$ cat config.mk
export PLATFORM = sky130hd
export DESIGN_NAME = tmh_cell
export DESIGN_NICKNAME = d
export VERILOG_FILES = /design/src/sv/tmh_pkg.sv /design/src/sv/tmh_ram.sv /design/src/sv/tmh_cell.sv
export SDC_FILE = /design/constraint.sdc
export NUM_CORES = 1
export LEC_CHECK = 0
export ABC_AREA = 1
export BUFFER_PORTS_ARGS = -buffer_cell sky130_fd_sc_hd__buf_2
export CAP_MARGIN = 10
export CORE_MARGIN = 5
export CORE_UTILIZATION = 39
export DETAILED_ROUTE_END_ITERATION = 10
export GPL_ROUTABILITY_DRIVEN = 0
export PLACE_DENSITY = 0.56
export REMOVE_ABC_BUFFERS = 1
export SETUP_SLACK_MARGIN = 0.3
export SYNTH_ARGS = -nofsm -noshare
export SYNTH_HDL_FRONTEND = slang
export SYNTH_SLANG_ARGS = --single-unit
export TNS_END_PERCENT = 30
$ cat constraint.sdc
create_clock -name i_clk -period 31.9 [get_ports i_clk]
set_clock_uncertainty 0.15 [all_clocks]
set_input_delay 3.19 -clock i_clk [delete_from_list [all_inputs] [get_ports i_clk]]
set_output_delay 3.19 -clock i_clk [all_outputs]
set_load 0.01 [all_outputs]
$ cat src/sv/tmh_pkg.sv
`timescale 1ns / 1ps

package tmh_pkg;

    localparam int CAP_DEF     = 32;
    localparam int CAP_MAX     = 64;
    localparam int MAX_RESULTS = 32;

    localparam int EXP_W  = 32;
    localparam int HDL_W  = 16;
    localparam int FUNC_W = 2;
    localparam int KIND_W = 3;
    // wide enough for any heap index, count or path at the largest capacity
    localparam int IDX_W  = $clog2(CAP_MAX + 1);
    localparam int LVL_W  = $clog2(IDX_W);

    localparam logic [FUNC_W-1:0] FN_ADD  = 2'd0;
    localparam logic [FUNC_W-1:0] FN_TICK = 2'd1;
    localparam logic [FUNC_W-1:0] FN_POP  = 2'd2;

    localparam logic [KIND_W-1:0] K_ADDED  = 3'd0;
    localparam logic [KIND_W-1:0] K_FULL   = 3'd1;
    localparam logic [KIND_W-1:0] K_FIRED  = 3'd2;
    localparam logic [KIND_W-1:0] K_POPPED = 3'd3;
    localparam logic [KIND_W-1:0] K_NONE   = 3'd4;

    typedef struct packed {
        logic [EXP_W-1:0] exp;
        logic [HDL_W-1:0] hdl;
    } t_entry;

    // one RAM row holds a pair of siblings
    typedef t_entry [1:0] t_row;
    localparam int ROW_W = $bits(t_row);

    typedef enum logic {
        OP_SIFT,
        OP_INS
    } t_op;

    // walker handed from level to level
    typedef struct packed {
        logic             valid;
        t_op              op;
        logic [IDX_W-1:0] j;       // index of the node within the level above
        t_entry           ent;     // entry being placed / carried
        logic             placed;  // insert: new entry already dropped into the path
    } t_tok;

    // write of a node in the level above
    typedef struct packed {
        logic   valid;
        t_entry ent;
    } t_wb;

    typedef struct packed {
        logic [IDX_W-1:0] count;  // entries held during the walk
        logic [IDX_W-1:0] npath;  // insert: 1-based index of the new slot
        logic [LVL_W-1:0] tdep;   // insert: level of the new slot
    } t_ctx;

    // floor(log2(v)) for v >= 1
    function automatic logic [LVL_W-1:0] lvl_of(input logic [IDX_W-1:0] v);
        logic [LVL_W-1:0] l;
        l = '0;
        for (int b = 0; b < IDX_W; b++) begin
            if (v[b]) begin
                l = LVL_W'(b);
            end
        end
        return l;
    endfunction

endpackage

$ cat src/sv/tmh_ram.sv
`timescale 1ns / 1ps

module tmh_ram #(
    parameter int WIDTH = 96,
    parameter int DEPTH = 2
) (
    input  logic                     i_clk,
    input  logic                     i_we,
    input  logic [$clog2(DEPTH)-1:0] i_waddr,
    input  logic [WIDTH-1:0]         i_wdata,
    input  logic [$clog2(DEPTH)-1:0] i_raddr,
    output logic [WIDTH-1:0]         o_rdata
);

    logic [WIDTH-1:0] r_mem [DEPTH];
    logic [WIDTH-1:0] r_rdata;

    always_ff @(posedge i_clk) begin
        if (i_we) begin
            r_mem[i_waddr] <= i_wdata;
        end
        r_rdata <= r_mem[i_raddr];
    end

    assign o_rdata = r_rdata;

endmodule

$ cat src/sv/tmh_cell.sv
`timescale 1ns / 1ps

module tmh_cell #(
    parameter int LEVEL = 1,
    parameter int NLEV  = 6
) (
    input  logic                        i_clk,
    input  logic                        i_rst_n,
    input  tmh_pkg::t_tok               i_tok,
    output tmh_pkg::t_tok               o_tok,
    input  tmh_pkg::t_wb                i_wb,
    output tmh_pkg::t_wb                o_wb,
    input  logic [tmh_pkg::IDX_W-1:0]   i_fetch_row,
    input  tmh_pkg::t_ctx               i_ctx,
    output tmh_pkg::t_row               o_rdata,
    output logic                        o_done
);

    import tmh_pkg::*;

    localparam int  RAW   = (LEVEL > 1) ? LEVEL - 1 : 1;
    localparam int  DEPTH = 1 << RAW;
    localparam bit  LAST  = (LEVEL == NLEV - 1);
    localparam logic [IDX_W:0] BASE = (IDX_W + 1)'(1 << LEVEL);

    t_tok           r_tok;
    t_tok           r_out;
    t_row           r_row;
    logic [RAW-1:0] r_addr;
    logic           r_slot;

    t_tok           n_out;
    t_row           w_rdata;
    t_row           w_lrow;
    logic           w_lwe;
    logic [RAW-1:0] w_raddr;
    logic           w_we;
    logic [RAW-1:0] w_waddr;
    t_row           w_wdata;
    t_row           w_wbrow;

    logic [IDX_W:0]   w_gl;
    logic             w_lv;
    logic             w_rv;
    logic             w_c;
    t_entry           w_ch;
    logic [IDX_W-1:0] w_sh;
    logic             w_s;
    t_entry           w_node;

    // token read has priority; fetch only happens while no walk is running
    assign w_raddr = i_tok.valid ? i_tok.j[RAW-1:0] : i_fetch_row[RAW-1:0];

    assign w_gl = BASE + {r_tok.j, 1'b0};
    assign w_lv = (w_gl <= {1'b0, i_ctx.count});
    assign w_rv = ((w_gl + 1'b1) <= {1'b0, i_ctx.count});
    assign w_c  = w_rv && (w_rdata[1].exp < w_rdata[0].exp);
    assign w_ch = w_rdata[w_c];

    assign w_sh   = i_ctx.npath >> (i_ctx.tdep - LVL_W'(LEVEL));
    assign w_s    = w_sh[0];
    assign w_node = w_rdata[w_s];

    always_comb begin
        n_out  = '0;
        o_wb   = '0;
        o_done = 1'b0;
        w_lwe  = 1'b0;
        w_lrow = w_rdata;
        if (r_tok.valid) begin
            if (r_tok.op == OP_SIFT) begin
                if (!w_lv) begin
                    o_wb.valid = 1'b1;
                    o_wb.ent   = r_tok.ent;
                    o_done     = 1'b1;
                end else if (w_ch.exp < r_tok.ent.exp) begin
                    o_wb.valid = 1'b1;
                    o_wb.ent   = w_ch;
                    if (LAST) begin
                        w_lwe       = 1'b1;
                        w_lrow[w_c] = r_tok.ent;
                        o_done      = 1'b1;
                    end else begin
                        n_out.valid = 1'b1;
                        n_out.op    = OP_SIFT;
                        n_out.j     = {r_tok.j[IDX_W-2:0], w_c};
                        n_out.ent   = r_tok.ent;
                    end
                end else begin
                    o_wb.valid = 1'b1;
                    o_wb.ent   = r_tok.ent;
                    o_done     = 1'b1;
                end
            end else begin
                if (i_ctx.tdep == LVL_W'(LEVEL)) begin
                    w_lwe       = 1'b1;
                    w_lrow[w_s] = r_tok.ent;
                    o_done      = 1'b1;
                end else begin
                    n_out.valid = 1'b1;
                    n_out.op    = OP_INS;
                    n_out.j     = {r_tok.j[IDX_W-2:0], w_s};
                    // once placed, every node below on the path shifts down one level
                    if (r_tok.placed || (w_node.exp > r_tok.ent.exp)) begin
                        w_lwe        = 1'b1;
                        w_lrow[w_s]  = r_tok.ent;
                        n_out.ent    = w_node;
                        n_out.placed = 1'b1;
                    end else begin
                        n_out.ent    = r_tok.ent;
                        n_out.placed = r_tok.placed;
                    end
                end
            end
        end
    end

    always_comb begin
        w_wbrow         = r_row;
        w_wbrow[r_slot] = i_wb.ent;
    end

    assign w_we    = w_lwe | i_wb.valid;
    assign w_waddr = i_wb.valid ? r_addr : r_tok.j[RAW-1:0];
    assign w_wdata = i_wb.valid ? w_wbrow : w_lrow;

    tmh_ram #(
        .WIDTH(ROW_W),
        .DEPTH(DEPTH)
    ) u_ram (
        .i_clk  (i_clk),
        .i_we   (w_we),
        .i_waddr(w_waddr),
        .i_wdata(w_wdata),
        .i_raddr(w_raddr),
        .o_rdata(w_rdata)
    );

    always_ff @(posedge i_clk) begin
        if (!i_rst_n) begin
            r_tok.valid <= 1'b0;
            r_out.valid <= 1'b0;
        end else begin
            r_tok <= i_tok;
            r_out <= n_out;
        end
        // keep the row a sift moved a child out of, for the write from below
        if (r_tok.valid) begin
            r_addr <= r_tok.j[RAW-1:0];
            r_row  <= w_rdata;
            r_slot <= w_c;
        end
    end

    assign o_tok   = r_out;
    assign o_rdata = w_rdata;

endmodule
======== Word-level counts from Yosys, hierarchy flattened ========
Memories as Yosys holds them, arrays and structs flattened. A register that Yosys moved wholly into a read port is not among the register bits.
Cells that the tools add are included.
storage, ports and cells
  memories ................................ 1
  bits of input ports ..................... 133
  output and inout bits ................... 204
  flip-flop bits (word level) ............. 214
  RAM bits ................................ 192
memory list
  name         words  width  rd ports  clocked after memory_dff  wr ports  line           text
  u_ram.r_mem  2      96     1         1                         1         tmh_ram.sv:15  logic [WIDTH-1:0] r_mem [DEPTH];
operators by class
  shifts and indexed selects .............. 1
  reductions and logical operators ........ 6
  muxes and demuxes ....................... 37
  bitwise logic cells ..................... 3
  magnitude comparators ................... 10
  equal/unequal tests ..................... 1
  add/sub/neg operators ................... 3
operator list
  kind                   count
  $mux W96               5
  $mux W48               8
  $bwmux W96             2
  $mux W57               3
  $mux W49               3
  $demux W48 S1          2
  $lt A32 B32 Y1         2
  $mux W58               1
  $gt A32 B32 Y1         1
  $le A8 B7 Y1           2
  $mux W1                13
  $add A2 B8 Y8 const A  1
  $add A8 B1 Y8 const B  1
  $shr A7 B3 Y1          1
  $lt A1 B2 Y1 const B   3
  $eq A3 B1 Y1 const B   1
  $logic_and A1 B1 Y1    3
  $reduce_or A3 Y1       1
  $sub A3 B1 Y3 const B  1
  $ge A1 B1 Y1 const B   2
  $not A1 Y1             2
  $reduce_and A2 Y1      1
  $logic_or A1 B1 Y1     1
  $or A1 B1 Y1           1

======== Logic depth before layout (Yosys ltp) ========
Gate-level depths: netlist of run 1.
  word-level depth ........................ 13
  mapped depth ............................ 31
  mapped depth without buffers ............ 29

======== Modules after synthesis ========
From an unflattened synthesis of run 1, not the netlist that was laid out.
unflattened totals
  cell total of the unflattened synthesis .. 2533
  area, all modules ....................... 24151.9 µm²
by module, submodules not included
  module    cells an instance  seq. area each (µm²)  instances  area an instance (µm²)
  tmh_cell  1931               6406.1                1          15222.1
  tmh_ram   602                7687.4                1          8929.8

======== Least setup slack after synthesis of run 1 ========
No wires, ideal clock.
  path type ............................... input to register
  start point ............................. input i_ctx[0] (netlist bit)
  end point ............................... memory u_ram.r_mem[0][0] (enable)
  setup time .............................. 697 ps
  required time ........................... 31053 ps
  buffers on the path ..................... 2
  slack ................................... 18288 ps
  arrival ................................. 12765 ps
  stages on the path ...................... 21
  cell sequence ........................... inv_1 > ha_1 > inv_1 > a21oi_1 > a32o_1 > o21ai_1 > buf_2 > clkbuf_1 > o21ai_0 > ha_1 > nand2_1 > o21a_1 > o221ai_1 > nand2_1 > o2111ai_1 > nand2_1 > nand2_1 > nand2_1 > nand2_1 > o21ai_1 > a21boi_0
between the ends
  word-level cells in the longest chain between the ends .. 13
  elaborated cells on any way between the ends .. 14
  classes of those cells .................. add/sub: 1; order compare: 1; eq/ne: 1; shift: 1; mux: 8; bitwise: 1; reduce/logical: 1
RTL lines
  what                                         line             text
  start, declared                              tmh_cell.sv:14   input tmh_pkg::t_ctx i_ctx,
  $sub A3 B1 Y3                                tmh_cell.sv:60   assign w_sh = i_ctx.npath >> (i_ctx.tdep - LVL_W'(LEVEL));
  $shr A7 B3 Y1                                tmh_cell.sv:60
  $mux W48 (not written as such) (2 in a row)  tmh_cell.sv:62   assign w_node = w_rdata[w_s];
  $gt A32 B32 Y1                               tmh_cell.sv:104  if (r_tok.placed || (w_node.exp > r_tok.ent.exp)) begin
  $logic_or A1 B1 Y1                           tmh_cell.sv:104
  $mux W1                                      tmh_cell.sv:104
  $mux W1 (*)                                  tmh_cell.sv:95   if (i_ctx.tdep == LVL_W'(LEVEL)) begin
  $mux W1 (*)                                  tmh_cell.sv:71   if (r_tok.op == OP_SIFT) begin
  $mux W1 (*)                                  tmh_cell.sv:70   if (r_tok.valid) begin
  $or A1 B1 Y1 (*)                             tmh_cell.sv:123  assign w_we = w_lwe | i_wb.valid;
  $mux W1 (*)                                  tmh_ram.sv:19    if (i_we) begin
  $mux W1 (not written as such) (*)            tmh_ram.sv:20    r_mem[i_waddr] <= i_wdata;
  end, declared                                tmh_ram.sv:15
Mark *: on every way between the ends. The rest lies on a longest branch, timed or not. The select of a mux whose other input is x is not followed.

==> out/qor.yml, run 1 <==
fillCellCount: 5633
slew_headroom_pct: 26.2
worst_ep_required_time_ns: 28.56
track_usage_pct: 22.2
post_dp_cell_area_um2: 26300
grt_max_degree: 88
synth-seq-area-share_pct: 58.8
cts_setup_buffers: 0
core-area_um2: 60600
via_per_inst: 5.49
outcome: "finished, final reports clean"
start_util_pct: 39.6
cts_buffer_depth: 3
p_leak_nw: 11.6
slowest_delay_ns: 0.76
grt_antenna_before_repair: 5
synthesis.area_um2: 24000
finalHoldViolations: 0
cts_tree: "done"
diodes: 0
firstDrtPassIters: 6
place_inst: 3317
cts_made_buffers: 55
core.rowCount: 90
start_kind: "input pin"
r2r_start: "r_tok[49]$_DFFE_PP_"
yosys.area.top_type: "edfxtp_1"
hold_class: "reg2reg"
holdPathStages: 1
htreeDepth: 2
synth_cell_types: 43
clock-sinks: 502
slew_violations: 0
hold_ws_ns: 0.311
rsz0062_at_grt: "false"
period_share_pct: 39.7
layout.cells.non_filler: 3421
first_global_vias: 18509
grt_pass1_wl_um: 114000
io_buffers: 330
vias: 18775
path_clk_slew_ns: 0.07
synth.avg_cell_area_um2: 10.4
path_max_fanout: 64
wl_per_cell_um: 22.6
cpMaxStageDelayCell: "nand2_4"
reg2regPathDepth: 24
die-area_um2: 66500
critPathMostFrequentCell: "nand2_1"
layout.nets: 2829
cap_violations: 0
root_buffer: "clkbuf_16"
hpwl_um: 47300
synth_cells: 2316
min_period_ns: 12.66
io_pins: 337
tightestPinTransition_ns: 1.11
antenna_left: 0
synth.top_cell.area_share_pct: 50.6
drtIter0Drc: 1519
cts_resized: 0
fin_area_um2: 28300
die_w_um: 258
syn2layout_area_growth_pct: 18.2
rrSetupSlack_ns: 24.78
drive_above_1_share_pct: 22.9
wl_um: 77300
insertion_delay_ns: 0.62
critPathCaptureType: "output pin"
worstPathCellList: "buf_2 > inv_1 > ha_1 > nand2_1 > nor2_1 > nand3_2 > nor2_2 > nand2_1 > nand2_2 > nand3_4 > o21ai_0 > ha_1 > nand2_1 > inv_1 > nand3_1 > nor3_1 > nor4b_1 > nand2_4 > buf_4 > nand2_4 > o21ai_0 > nor2_1 > buf_2"
max_freq_mhz: 79.0
reg2reg_to: "o_tok[51]$_SDFFCE_PN0P_"
path_class: "in2out"
grt.overflow.total: 0
tns_ns: 0
pwr_density_cell_nw_per_um2: 65.5
synth_warnings: 0
setup-violations-final: 0
whs_endpoint: "u_ram.o_rdata[30]$_DFF_P_"
ys_top_cells_by_area: "edfxtp_1 51%, o21ai_0 10%, dfxtp_1 8.2%, ha_1 5.4%, mux2_2 4.6%"
die_h_um: 258
crit_arrival_ns: 9.32
synth-seq-cells: 502
min_from: "u_ram.r_mem[0][30]$_DFFE_PP_"
holdBufCountCts: 0
peakVddDrop_v: 0.0000532
final_util_pct: 46.8
drc: 0
-- power breakdown --
| group | internal [mW] | switching, mW | total (mW) |
|---|---|---|---|
| clock network | 0.431 | 0.274 | 0.705 |
| logic | 0.107 | 0.226 | 0.333 |
| registers | 0.779 | 0.0384 | 0.817 |
| total | 1.32 | 0.538 | 1.85 |
-- area by class of cell --
type | instances | area, µm² | share of cell area [%]
flip-flops and latches | 502 | 14100 | 49.7
clock buffers | 64 | 1480 | 5.23
repair buffers | 355 | 1850 | 6.51
inverters | 216 | 820 | 2.89
well taps | 782 | 978 | 3.45
multi-input cells | 1462 | 8580 | 30.3
clock inverters | 40 | 541 | 1.91
-- synth_stat cells (all sizes together) --
cell,number
o211ai,11
nor3b,1
a31oi,1
xnor2,1
nor2,187
a21boi,1
a211oi,3
o21ai,495
o221ai,3
nand2,258
a21oi,229
nor3,6
inv,216
nand3,14
o221a,1
ha,104
dfxtp,98
xor2,4
and3,2
nand4,19
o2111ai,1
clkbuf,107
mux2,97
o21a,5
buf,29
a2111oi,1
edfxtp,404
a32o,1
o21bai,14
nor4b,1
o22ai,1
a32oi,1
-- metal layers --
metal	wire [µm]	global-route usage (%)	part of all wire, %
met3	6110	4.74	7.9
met5	41	0	0.053
met2	36300	36.6	47
met1	33000	30.1	43
met4	1750	5.44	2.3
-- placed cells by master (no fill, tap or decap), types with 2 or more instances in the layout --
master / synthesis / layout
clkbuf_8: 0 / 5
xor2_1: 4 / 4
o221ai_1: 3 / 3
inv_2: 1 / 3
a211oi_1: 3 / 3
buf_2: 10 / 329
edfxtp_1: 404 / 404
nand4_1: 19 / 19
clkbuf_16: 0 / 56
dfxtp_1: 98 / 97
o21ai_1: 14 / 13
o21bai_1: 14 / 14
clkinv_1: 0 / 5
a21oi_2: 30 / 30
buf_4: 1 / 25
o21ai_0: 481 / 481
a21oi_1: 199 / 198
nand3_4: 1 / 2
nand2_2: 4 / 2
inv_1: 215 / 209
o211ai_1: 11 / 11
nand3_1: 10 / 10
and3_1: 2 / 2
nor2_1: 186 / 182
clkinv_2: 0 / 13
nand2_4: 0 / 2
nor2_4: 0 / 4
ha_1: 104 / 104
nand2_1: 254 / 254
bufinv_16: 0 / 12
clkinv_4: 0 / 2
mux2_2: 97 / 96
o21a_1: 5 / 5
clkbuf_1: 106 / 3
nor3_1: 6 / 6
inv_6: 0 / 4
clkinvlp_4: 0 / 6
nand3_2: 3 / 2
-- logic make-up after synthesis --
kind of cell | share of synthesized area [%]
adders and majority gates | 5.43
buffers and inverters | 5.80
and+or+nand+nor | 8.17
DFF | 58.8
xor gates and xnor gates | 0.183
muxes | 4.56
AOI/OAI and AO/OA | 17.1
-- flip-flops by register name, indices dropped and copies added, names as in the netlist --
signal         cells
r_row             96
u_ram.r_mem      192
o_tok             58
r_tok             58
u_ram.o_rdata     96
r_addr             1
r_slot             1
-- worst max-delay path: cells and delay by family --
family                     cells  cell delay [ns]
buffers and inverters          5             0.83
AOI/OAI and AO/OA              2             0.70
and+or+nand+nor               14             4.05
adders and majority gates      2             0.49
-- metrics by stage --
step           total power [mW]  setup WS, ns
2_1_floorplan              1.02         15.90
3_3_place_gp               1.15         19.30
3_5_place_dp               1.16         19.33
4_1_cts                    1.87         19.30
5_1_grt                    1.94         18.87
6_report                   1.85         19.24
-- how the worst max path moves through the flow --
stage                                        to      start  slack [ns]
global placement                       o_wb[25]  i_ctx[15]       19.30
floorplan           u_ram.r_mem[0][0]$_DFFE_PP_   i_ctx[0]       15.90
detailed placement                     o_wb[25]  i_ctx[15]       19.33
global route                           o_wb[37]  i_ctx[15]       18.87
finish                                 o_wb[25]  i_ctx[15]       19.24
CTS                                    o_wb[25]  i_ctx[15]       19.30
Note: power is estimated with default switching activity, not from simulation.
==> run 2: changes to the inputs <==
Settings changed: ABC_AREA 1 to 0.
Clock period 31.9 ns to 12 ns, I/O delays scaled along.
==> out/qor.yml, run 2 <==
outcome: "finished, final reports clean"  # unchanged
clock-sinks: 502  # unchanged
cts_tree: "done"  # unchanged
synth_warnings: 0  # unchanged
min_period_ns: 9.49
start_util_pct: 39.3  # was 39.6%
root_buffer: "clkbuf_16"  # unchanged
drc: 0  # unchanged
track_usage_pct: 21.2  # was 22.2%
pre_cts_ws_ns: 2.99  # was 19.33 ns
hold_class: "reg2reg"  # unchanged
worst_ep_required_time_ns: 10.65  # was 28.56 ns
grt_antenna_before_repair: 9  # was 5
hold_ws_ns: 0.313  # was 0.311 ns
reg2regPathDepth: 18  # was 24
start_kind: "register"  # was input pin
hpwl_um: 45300  # was 47300 µm
synth-seq-area-share_pct: 60.8  # was 58.8%
io_pins: 337  # unchanged
setup-violations-final: 0  # unchanged
post_dp_cell_area_um2: 25600  # was 26300 µm²
slew_violations: 0  # unchanged
synth_cells: 1728  # was 2316
critPathCaptureType: "output pin"  # unchanged
die_h_um: 254  # was 258 µm
synth_cell_types: 60  # was 43
peakVddDrop_v: 0.000106  # was 0.0000532 V
reg2reg_to: "o_tok[33]$_SDFFCE_PN0P_"  # was o_tok[51]$_SDFFCE_PN0P_
tns_ns: 0  # unchanged
crit_arrival_ns: 8.14  # was 9.32 ns
layout.nets: 2271  # was 2829
firstDrtPassIters: 5  # was 6
path_max_fanout: 39  # was 64
cts_buffer_depth: 3  # unchanged
vias: 16144  # was 18775
place_inst: 2750  # was 3317
path_clk_slew_ns: 0.06  # was 0.07 ns
regMostFlops: "u_ram.r_mem"  # unchanged
finalPower_mw: 4.58  # was 1.85 mW
grt.overflow.total: 0  # unchanged
crit_end: "o_wb[42]"  # was o_wb[25]
wl_per_cell_um: 25.0  # was 22.6 µm
drtIter0Drc: 1291  # was 1519
core.rowCount: 89  # was 90
via_per_inst: 5.65  # was 5.49
die-area_um2: 64500  # was 66500 µm²
final_util_pct: 46.4  # was 46.8%
min_from: "u_ram.r_mem[0][94]$_DFFE_PP_"  # was u_ram.r_mem[0][30]$_DFFE_PP_
setup_ws_ns: 2.51  # was 19.24 ns
grt_max_degree: 72  # was 88
grt_pass1_wl_um: 104000  # was 114000 µm
antenna_left: 0  # unchanged
first_global_vias: 16147  # was 18509
fin_area_um2: 27400  # was 28300 µm²
synth-seq-cells: 502  # unchanged
r2r_start: "u_ram.o_rdata[47]$_DFF_P_"  # was r_tok[49]$_DFFE_PP_
layout_common_cells: "404 x edfxtp_1, 328 x buf_2, 158 x mux2_2, 140 x a21oi_1, 130 x mux2i_1"  # was 481 x o21ai_0, 404 x edfxtp_1, 329 x buf_2, 254 x nand2_1, 209 x inv_1
async_reset_ff_share_pct: 0  # unchanged
synth.avg_cell_area_um2: 13.4  # was 10.4 µm²
path_class: "reg2out"  # was in2out
synthesis.area_um2: 23200  # was 24000 µm²
die_w_um: 254  # was 258 µm
slew_headroom_pct: 27.1  # was 26.2%
synthFlopType: "edfxtp_1"  # unchanged
pwr_density_cell_nw_per_um2: 167  # was 65.5 nW/µm²
rrSetupSlack_ns: 4.05  # was 24.78 ns
period_share_pct: 79.1
wl_um: 71500  # was 77300 µm
synth_top_cells_by_count: "404 x edfxtp_1, 158 x mux2_2, 140 x a21oi_1, 131 x mux2i_1, 117 x nand2_1"  # was 481 x o21ai_0, 404 x edfxtp_1, 254 x nand2_1, 215 x inv_1, 199 x a21oi_1
cp-startpoint: "u_ram.o_rdata[47]$_DFF_P_"  # was i_ctx[15]
max_freq_mhz: 105
io_buffers: 330  # unchanged
synth.top_cell.area_share_pct: 52.3  # was 50.6%
htreeDepth: 2  # unchanged
yosys.area.top_type: "edfxtp_1"  # unchanged
cts_setup_buffers: 0  # unchanged
layout_commonest_cell: "edfxtp_1"  # was o21ai_0
cts_made_buffers: 55  # unchanged
insertion_delay_ns: 0.62  # about the same
drive_above_1_share_pct: 29.7  # was 22.9%
cts_resized: 0  # unchanged
tightestPinTransition_ns: 1.09  # was 1.11 ns
syn2layout_area_growth_pct: 18.1  # was 18.2%
p_leak_nw: 10.9  # was 11.6 nW
yosysMostFrequentCell: "edfxtp_1"  # was o21ai_0
core-area_um2: 59000  # was 60600 µm²
layout.cells.non_filler: 2856  # was 3421
largest_register_ffs: 192  # unchanged
synth-edff-count: 404  # unchanged
rsz0062_at_grt: "false"  # unchanged
finalHoldViolations: 0  # unchanged
ys_top_cells_by_area: "edfxtp_1 52%, dfxtp_1 8.5%, mux2_2 7.7%, mux2i_1 5.7%, ha_1 5.6%"  # was edfxtp_1 51%, o21ai_0 10%, dfxtp_1 8.2%, ha_1 5.4%, mux2_2 4.6%
cap_violations: 0  # unchanged
holdBufCountCts: 0  # unchanged
-- run 2: metal layers --
layer | wire, µm | part of all wire (%) | global-route usage [%] | up-vias
met5 | 75 | 0.10 | 0 | -
met3 | 5360 | 7.5 | 4.50 | 116
met1 | 30900 | 43 | 29.5 | 8101
met4 | 1600 | 2.2 | 5.86 | 10
met2 | 33500 | 47 | 34.1 | 605
li1 | - | - | - | 7312
-- run 2: area by class of cell --
class,instances,area (µm²)
Inverter,84,315
Antenna cell,4,10.0
Clock buffer,75,1490
Tap cell,773,967
Clock inverter,27,248
Fill cell,5340,31600
Multi-Input combinational cell,1034,8400
Sequential cell,502,14100
Timing Repair Buffer,357,1870
-- run 2: cells by family (layout without fill, tap and decap cells) --
family / count (synthesis) / after routing / synth area share [%]
DFF: 502 / 502 / 60.8
AOI/OAI and AO/OA: 410 / 410 / 12.0
muxes: 290 / 290 / 13.4
and+or+nand+nor: 224 / 224 / 4.58
buffers and inverters: 192 / 543 / 3.38
adders and majority gates: 104 / 104 / 5.61
xor gates and xnor gates: 6 / 6 / 0.227
other: 0 / 4 / 0
-- run 2: worst min path at each step --
stage,endpoint,slack [ns],depth (start not counted)
after CTS,u_ram.o_rdata[50]$_DFF_P_,0.32,1
final,u_ram.o_rdata[94]$_DFF_P_,0.31,1
after global routing,u_ram.o_rdata[21]$_DFF_P_,0.32,1
after floorplan,u_ram.o_rdata[0]$_DFF_P_,0.30,1
after detailed placement,u_ram.o_rdata[36]$_DFF_P_,0.30,1
after global placement,u_ram.o_rdata[47]$_DFF_P_,0.30,1
-- run 2: critical path, cell delays in order (launching register included) --
cell,delay (ns)
dfxtp_1,0.45
inv_1,0.07
ha_1,0.32
nand4_1,0.23
nor4_1,0.49
o21ai_0,0.35
o21ai_4,0.59
buf_4,0.71
mux2_2,0.43
ha_1,0.30
nand3_1,0.12
nor3_1,0.51
o211ai_1,0.33
nor4_1,0.72
o311ai_4,0.20
and2_2,0.36
buf_4,0.39
o31ai_1,0.66
buf_2,0.25
-- run 2: report_power, final --
part | internal (mW) | switching, mW
registers | 2.05 | 0.109
clock network | 0.955 | 0.693
logic | 0.308 | 0.457
